[src/rsfp_pkg.sv]
// rsfp_pkg: frame byte codes and the result type of the sensor frame parser
`timescale 1ns / 1ps
package rsfp_pkg;

	// frame byte codes
	localparam logic [7:0] START_BYTE   = 8'h02;
	localparam logic [7:0] HEADER_ONE   = 8'h10;
	localparam logic [7:0] HEADER_TWO   = 8'h04;
	localparam logic [7:0] SHOCK_STATUS = 8'hE0;
	localparam logic [7:0] SUM_GOOD     = 8'hFF;
	localparam logic [6:0] HIGH_SCALE   = 7'd100;

	localparam int unsigned READING_W = 15;

	typedef struct packed {
		logic [READING_W-1:0] concentration;
		logic [7:0]           elapsed_minutes;
		logic [1:0]           up_code;
		logic                 shocked;
		logic                 checksum_ok;
	} result_t;

endpackage

[src/radon_sensor_frame_parser_unit.sv]
// radon_sensor_frame_parser_unit: eight-byte sensor frame parser, one byte per beat
`timescale 1ns / 1ps
//
//  channel | direction | handshake           | payload
//  --------+-----------+---------------------+-------------------------------------------
//  rx      | in        | rx_valid / rx_stall | rx_byte
//  res     | out       | res_valid/res_stall | concentration, elapsed_minutes, up_code,
//          |           |                     | shocked, checksum_ok
//
//  a byte is taken every cycle while rx_stall is low: it lands in the input register, is
//  parsed from there by one compare, an 8-bit add and an 8x7 multiply, and a frame result
//  is written into the output register as the checksum byte is parsed
//  arst_n clears the parser position, the running sum, the held fields and both valids
//  rx_stall rises only when the checksum byte waits in the input register and the
//  output register still holds an untaken result; other bytes never wait
//
module radon_sensor_frame_parser_unit (
	input  logic        clk,
	input  logic        arst_n,
	// byte input
	input  logic        rx_valid,
	output logic        rx_stall,
	input  logic [7:0]  rx_byte,
	// frame result output
	output logic        res_valid,
	input  logic        res_stall,
	output logic [14:0] concentration,
	output logic [7:0]  elapsed_minutes,
	output logic [1:0]  up_code,
	output logic        shocked,
	output logic        checksum_ok
);

	// parser positions
	localparam logic [2:0] POS_IDLE     = 3'd0;
	localparam logic [2:0] POS_HEADER1  = 3'd1;
	localparam logic [2:0] POS_HEADER2  = 3'd2;
	localparam logic [2:0] POS_STATUS   = 3'd3;
	localparam logic [2:0] POS_ELAPSED  = 3'd4;
	localparam logic [2:0] POS_HIGH     = 3'd5;
	localparam logic [2:0] POS_LOW      = 3'd6;
	localparam logic [2:0] POS_CHECKSUM = 3'd7;

	// input register
	logic       valid_s1;
	logic [7:0] byte_s1;

	// parser state
	logic [2:0]  pos_q;
	logic [7:0]  sum_q;
	logic [14:0] reading_q;
	logic [7:0]  elapsed_q;
	logic [1:0]  up_q;
	logic        shock_q;

	// output register
	logic              res_valid_q;
	rsfp_pkg::result_t res_q;

	logic              advance;
	logic              emit;
	logic [7:0]        sum_next;
	logic [14:0]       high_scaled;
	logic [2:0]        pos_d;
	logic [7:0]        sum_d;
	rsfp_pkg::result_t res_d;

	// only the checksum beat needs room in the output register
	assign advance  = !(pos_q == POS_CHECKSUM && res_valid_q && res_stall);
	assign emit     = valid_s1 && advance && pos_q == POS_CHECKSUM;
	assign rx_stall = valid_s1 && !advance;

	assign sum_next    = sum_q + byte_s1;
	// both operands widened so the product keeps all of its bits
	assign high_scaled = 15'(byte_s1) * 15'(rsfp_pkg::HIGH_SCALE);

	// next position and running sum
	always_comb begin
		pos_d = pos_q;
		sum_d = sum_q;
		unique case (pos_q)
			POS_IDLE: begin
				if (byte_s1 == rsfp_pkg::START_BYTE) begin
					pos_d = POS_HEADER1;
					sum_d = '0;
				end
			end
			POS_HEADER1: begin
				if (byte_s1 == rsfp_pkg::HEADER_ONE) begin
					pos_d = POS_HEADER2;
					sum_d = sum_next;
				end else begin
					pos_d = POS_IDLE;
				end
			end
			POS_HEADER2: begin
				if (byte_s1 == rsfp_pkg::HEADER_TWO) begin
					pos_d = POS_STATUS;
					sum_d = sum_next;
				end else begin
					pos_d = POS_IDLE;
				end
			end
			POS_CHECKSUM: begin
				pos_d = POS_IDLE;
				sum_d = sum_next;
			end
			default: begin
				// status, elapsed, high and low bytes all add and step on
				pos_d = pos_q + 3'd1;
				sum_d = sum_next;
			end
		endcase
	end

	always_comb begin
		res_d.concentration   = reading_q;
		res_d.elapsed_minutes = elapsed_q;
		res_d.up_code         = up_q;
		res_d.shocked         = shock_q;
		res_d.checksum_ok     = (sum_next == rsfp_pkg::SUM_GOOD);
	end

	// input register
	always_ff @(posedge clk or negedge arst_n) begin
		if (!arst_n) begin
			valid_s1 <= 1'b0;
		end else if (!rx_stall) begin
			valid_s1 <= rx_valid;
		end
	end

	always_ff @(posedge clk) begin
		if (rx_valid && !rx_stall) begin
			byte_s1 <= rx_byte;
		end
	end

	// parser state update
	always_ff @(posedge clk or negedge arst_n) begin
		if (!arst_n) begin
			pos_q     <= POS_IDLE;
			sum_q     <= '0;
			reading_q <= '0;
			elapsed_q <= '0;
			up_q      <= '0;
			shock_q   <= 1'b0;
		end else if (valid_s1 && advance) begin
			pos_q <= pos_d;
			sum_q <= sum_d;
			if (pos_q == POS_STATUS) begin
				shock_q <= (byte_s1 == rsfp_pkg::SHOCK_STATUS);
				up_q    <= byte_s1[1:0];
			end
			if (pos_q == POS_ELAPSED) begin
				elapsed_q <= byte_s1;
			end
			if (pos_q == POS_HIGH) begin
				reading_q <= high_scaled;
			end
			if (pos_q == POS_LOW) begin
				reading_q <= reading_q + 15'(byte_s1);
			end
		end
	end

	// output register
	always_ff @(posedge clk or negedge arst_n) begin
		if (!arst_n) begin
			res_valid_q <= 1'b0;
		end else if (emit) begin
			res_valid_q <= 1'b1;
		end else if (!res_stall) begin
			res_valid_q <= 1'b0;
		end
	end

	always_ff @(posedge clk) begin
		if (emit) begin
			res_q <= res_d;
		end
	end

	assign res_valid       = res_valid_q;
	assign concentration   = res_q.concentration;
	assign elapsed_minutes = res_q.elapsed_minutes;
	assign up_code         = res_q.up_code;
	assign shocked         = res_q.shocked;
	assign checksum_ok     = res_q.checksum_ok;

	// a new result only follows a parsed checksum beat
	assert property (@(posedge clk) disable iff (!arst_n)
		$rose(res_valid) |-> $past(pos_q) == POS_CHECKSUM && $past(valid_s1))
		else $error("result raised without a checksum beat");

	// a parsed checksum beat always leaves a result and returns to idle
	assert property (@(posedge clk) disable iff (!arst_n)
		emit |=> res_valid && pos_q == POS_IDLE)
		else $error("checksum beat lost its result");

	// input backpressure only comes from a blocked output register
	assert property (@(posedge clk) disable iff (!arst_n)
		rx_stall |-> res_valid && res_stall && pos_q == POS_CHECKSUM)
		else $error("input stalled without cause");

endmodule
[config.mk]
export PLATFORM = sky130hd
export DESIGN_NAME = radon_sensor_frame_parser_unit
export DESIGN_NICKNAME = d
export VERILOG_FILES = /design/src/rsfp_pkg.sv /design/src/radon_sensor_frame_parser_unit.sv
export SDC_FILE = /design/constraint.sdc
export NUM_CORES = 1
export LEC_CHECK = 0
export BUFFER_PORTS_ARGS = -buffer_cell sky130_fd_sc_hd__buf_4
export CORE_UTILIZATION = 35
export CTS_CLUSTER_SIZE = 28
export DETAILED_ROUTE_END_ITERATION = 6
export SLEW_MARGIN = 20
export SYNTH_ARGS = -nofsm -noshare
export SYNTH_HDL_FRONTEND = slang
export SYNTH_SLANG_ARGS = --single-unit
[constraint.sdc]
create_clock -name clk -period 4.2 [get_ports clk]
set_input_delay 0.42 -clock clk [delete_from_list [all_inputs] [get_ports clk]]
set_output_delay 0.42 -clock clk [all_outputs]
set_load 0.02 [all_outputs]
== Word-level counts from Yosys, hierarchy flattened ==
Index checks and enable logic that the tools add are counted.
Operators by class
  $add $sub $neg: 3
  multiply operators: 1
  equality and inequality tests: 16
  mux-type cells: 12
  reduce and logical (&&, ||, !) cells: 15
Operators by type and width (count)
  two-way mux 15 bit: 2
  two-way mux 8 bit: 3
  one-hot mux 8 bit (3 select lines): 1
  equality test 8 bit, second input constant: 2
  adder 15 x 8 -> 15 bit: 1
  multiplier 8 x 5 -> 13 bit, second input constant: 1
  equality test 3 bit, second input constant: 4
  one-hot mux 3 bit (4 select lines): 1
  adder 8 bit: 1
  equality test 8 x 2 -> 1 bit, second input constant: 1
  equality test 8 x 3 -> 1 bit, second input constant: 1
  equality test 8 x 5 -> 1 bit, second input constant: 1
  AND reduction 2 bit: 4
  equality test 3 x 2 -> 1 bit, second input constant: 2
  logical AND 1 bit: 6
  != test 2 bit, second input constant: 3
  two-way mux 2 bit: 2
  AND reduction 4 bit: 1
  adder 3 x 1 -> 3 bit, second input constant: 1
  equality test 3 x 1 -> 1 bit, second input constant: 1
  logical NOT 3 bit: 1
  two-way mux 3 bit: 1
  logical NOT 1 bit: 2
  two-way mux 1 bit: 2
  other kinds (2): 2
Storage, ports and cells
  flip-flop bits (word level): 74
  bits of input ports: 12
  output and inout bits: 29
  logic and storage cells: 61

== Longest topological paths before layout ==
  depth after elaboration: 7
  gate-level depth with buffers: 13
  depth with buffers taken out: 13

== Worst setup path before layout ==
Ideal clock, no wire load.
  path kind: flip-flop to flip-flop
  from: register byte_s1[1]
  to: register reading_q[14]
  setup time: 145 ps
  arrival time: 2948 ps
  data required time: 4055 ps
  setup slack: 1107 ps
  stages on the path, launching flop included: 11
  path buffers: 0
  period minus slack after synthesis: 3093 ps
  cell sequence: edfxtp_1 ha_1 ha_1 ha_1 fa_1 a211oi_1 o21bai_1 a2111oi_0 a21oi_1 xnor2_1 o211ai_1
Between the ends
  cells in the longest elaborated chain, start to end: 3
  elaborated cells between the ends (all ways): 4
  classes of those cells: add/sub (1); mul (1); mux (2)
RTL lines
  from (decl): RTL line radon_sensor_frame_parser_unit.sv:46  | logic [7:0] byte_s1;
  from (signal assigned): RTL line radon_sensor_frame_parser_unit.sv:135  | byte_s1 <= rx_byte;
  multiplier 8 x 5 -> 13 bit: RTL line radon_sensor_frame_parser_unit.sv:75  | assign high_scaled = 15'(byte_s1) * 15'(rsfp_pkg::HIGH_SCALE);
  two-way mux 15 bit: RTL line radon_sensor_frame_parser_unit.sv:158  | if (pos_q == POS_HIGH) begin
  two-way mux 15 bit *: RTL line radon_sensor_frame_parser_unit.sv:161  | if (pos_q == POS_LOW) begin
  to (signal assigned): RTL line radon_sensor_frame_parser_unit.sv:159  | reading_q <= high_scaled;
  to (signal assigned): RTL line radon_sensor_frame_parser_unit.sv:162  | reading_q <= reading_q + 15'(byte_s1);
  to (decl): RTL line radon_sensor_frame_parser_unit.sv:51  | logic [14:0] reading_q;
Mark *: on every way between the ends. The rest lies on a longest branch, timed or not. The select of a mux whose other input is x is not followed.
A chain may end at the register's enable or synchronous reset.

== Final worst setup path ==
  from: register byte_s1[3]
  to: register reading_q[14]
Same word-level chain as after synthesis.

==> results.cfg <==
[outcome]
status = finished clean

[logic_synthesis]
synth_top_family_by_area = adder cells
synth-simple-area-share = 0.125
ys_top_cells_by_area = edfxtp_1 (24%), dfrtp_1 (23%), ha_1 (17%)
muxShareOfSynthArea = 0.00233
yosys.area.top_type = edfxtp_1
synthAdderAreaFrac = 0.189
syn_area_per_cell_sq_um = 10.7
synthCells = 400
synth_compound_area_frac = 0.146
synth_area_sq_um = 4300
synth_top_area_frac = 0.245
synth_nets = 474
synth-main-ff-cell = dfrtp_1
yosysWarningCount = 0
synth-seq-area-share = 0.472
synth-seq-cells = 74
synth_xor_xnor_area_share = 0.0367
synthArstFlopShare = 0.527
synth_cell_types = 49
synth_edf_count = 35

[critical_path]
crit_family = adder cells
start_kind = flip-flop
path_cells = inv_1, ha_1, ha_1, fa_1, ha_1, a211oi_1, o21bai_1, a2111oi_0, a21oi_1, xnor2_1, o211ai_1
criticalPathCategory = reg -> reg
cp_data_required_time_ns = 4.40
worstPathArrival_ns = 3.62
cp_num_buf_inv = 1
cp_common_cell = ha_1
cpMaxStageDelayCell = edfxtp_1
end_kind = flip-flop
cpPeakStageDelay_ns = 0.51
crit_fanout = 6

[final_layout]
drive_gt1_frac = 0.142
utilization = 0.421
design_area_sq_um = 5050
areaGrowthSynthToFinish_pct = 17.6
fin_nets = 519
antenna_cells = 0

[global_routing]
grt_remaining_overflow = 0
grt_pass1_vias = 3068
grt_max_degree = 40
grt_pass1_wl_um = 14900
grtUsageTotal = 0.153
antenna_found_initial = 0

[clock_network]
hold_buffers = 0
clk_path_buf_depth = 2
clock-sinks = 74
post_cts_buffers = 0
cts.repair.resized = 0
clk-insertion-delay-late_ns = 0.34
clk_pin_slew_ns = 0.06
cts_tree = built
cts-buffers-inserted = 9
cts_max_level = 3
root_buffer = clkbuf_16

[sta]
worst_pin_slew_ns = 0.621
fin_worst_skew_ns = 0.00592
drv_slew = 0
rsz0062_at_grt = false
min_period_ns = 3.42
whs_ns = 0.0494
hold_viol_final = 0
final.setup.tns_ns = 0
period_share = 0.815
setup_violations = 0
slew-limit-headroom = 0.585
fmax_ghz = 0.292

[die]
ios = 41
start_util = 0.358
die_y_um = 113
die_w_um = 113
rows = 40
core_area_sq_um = 12000
dieArea_sq_um = 12700

[detailed_routing]
avgViaCountPerCell = 5.21
firstDrtPassIters = 4
ant_nets = 0
post-route-drc-count = 0
drt_iter0_markers = 113
vias = 3112
wl_um = 8760
route.detailed.wl_per_inst_um = 14.7

[placed_design]
hpwl_um = 6740
numPortBuffers = 40
gp_congestion = 0.841
place_area_sq_um = 4760

[run]
drv_cap = 0

[power_and_ir_drop]
power_density_nw_per_um2 = 558
leakage_uw = 0.00224
vdd_drop_max_mv = 0.188

[hold_path]
min_path_type = in -> async
==> state kept, by name, summed over array words and instances (netlist names), 2 cells and up <==
register and flops:
up_code 2, concentration 15, sum_q 8, up_q 2
reading_q 15, elapsed_q 8, elapsed_minutes 8, pos_q 3
byte_s1 8
==> metrics by stage <==
stage / std cells / total power [uW] / setup slack [ns]
after floorplan: 400 / 1840 / 1.11
after global placement: 581 / 2050 / 0.943
after detailed placement: 581 / 2080 / 0.808
after CTS: 597 / 2850 / 0.813
after global routing: 597 / 3040 / 0.602
final: 597 / 2820 / 0.777
==> cell usage after synthesis (3+ instances only) <==
cell type	n
and3_1	4
a21oi_1	22
a211oi_1	7
ha_1	57
nor2_1	21
o21ai_0	36
nand3_1	8
a21o_1	8
o31ai_1	4
xnor2_1	13
nand2_1	45
xor2_1	5
dfrtp_1	39
edfxtp_1	35
inv_1	21
fa_1	5
or3_1	3
o21a_1	3
clkbuf_1	5
o21bai_1	3
nand4_1	6
buf_2	3
nor3_1	12
and2_1	3
==> cell type report <==
cell class / count / area, sq um
repair buffers: 43 / 323
multi-input cells: 296 / 2140
fillers: 1171 / 6960
clock inverters: 7 / 68.8
clock buffers: 9 / 225
flip-flops and latches: 74 / 2030
inverters: 21 / 78.8
well taps: 147 / 184
==> path summary, 6_finish.rpt <==
| check | endpoint | slack, ns | depth (start not counted) | startpoint |
|---|---|---|---|---|
| setup / recovery | reading_q[14] | 0.78 | 11 | byte_s1[3] |
| hold / removal | sum_q[5] | 0.05 | 1 | arst_n |
| setup reg to reg | reading_q[14] | 0.78 | 11 | byte_s1[3] |
| hold reg to reg | elapsed_minutes[4] | 0.45 | 0 | elapsed_q[4] |
| max in group asynchronous | reading_q[13] | 3.78 | 1 | arst_n |
| min in group clk | byte_s1[7] | 0.25 | 1 | rx_byte[7] |
==> worst reg2reg max path, stage by stage, from the launching register on <==
cell       delay [ns]
edfxtp_1         0.51
inv_1            0.13
ha_1             0.29
ha_1             0.32
fa_1             0.49
ha_1             0.38
a211oi_1         0.27
o21bai_1         0.13
a2111oi_0        0.42
a21oi_1          0.10
xnor2_1          0.15
o211ai_1         0.09
==> cell usage in the layout, fill, tap and decap left out, types with 4 or more instances in the layout <==
cell type and n:
o21ai_0 36, ha_1 57, nand4_1 6, a21o_1 8
a211oi_1 7, o31ai_1 4, a21oi_1 22, xnor2_1 13
nand3_1 8, nor3_1 12, dfrtp_1 39, inv_1 21
buf_4 43, edfxtp_1 35, nor2_1 21, nand2_1 45
fa_1 5, xor2_1 5, clkbuf_16 9, and3_1 4
==> report_power, final <==
group | leakage [uW] | switching, uW | internal, uW
clock | 0.000142 | 296 | 458
sequential | 0.000814 | 134 | 939
combinational | 0.00129 | 560 | 432
total | 0.00224 | 990 | 1830
==> layer usage <==
layer,vias up,share of wire,global-route usage
met5,-,0,0
met4,0,0.022,0.0667
met3,14,0.042,0.0354
met2,65,0.47,0.247
met1,1487,0.46,0.197
li1,1546,-,-
==> logic make-up after synthesis <==
| group | count (synthesis) |
|---|---|
| buf+inv | 30 |
| flops | 74 |
| fa+ha+maj | 62 |
| compound gates | 101 |
| xor+xnor | 18 |
| simple gates | 114 |
| mux | 1 |
(Power assumes the default switching activity.)
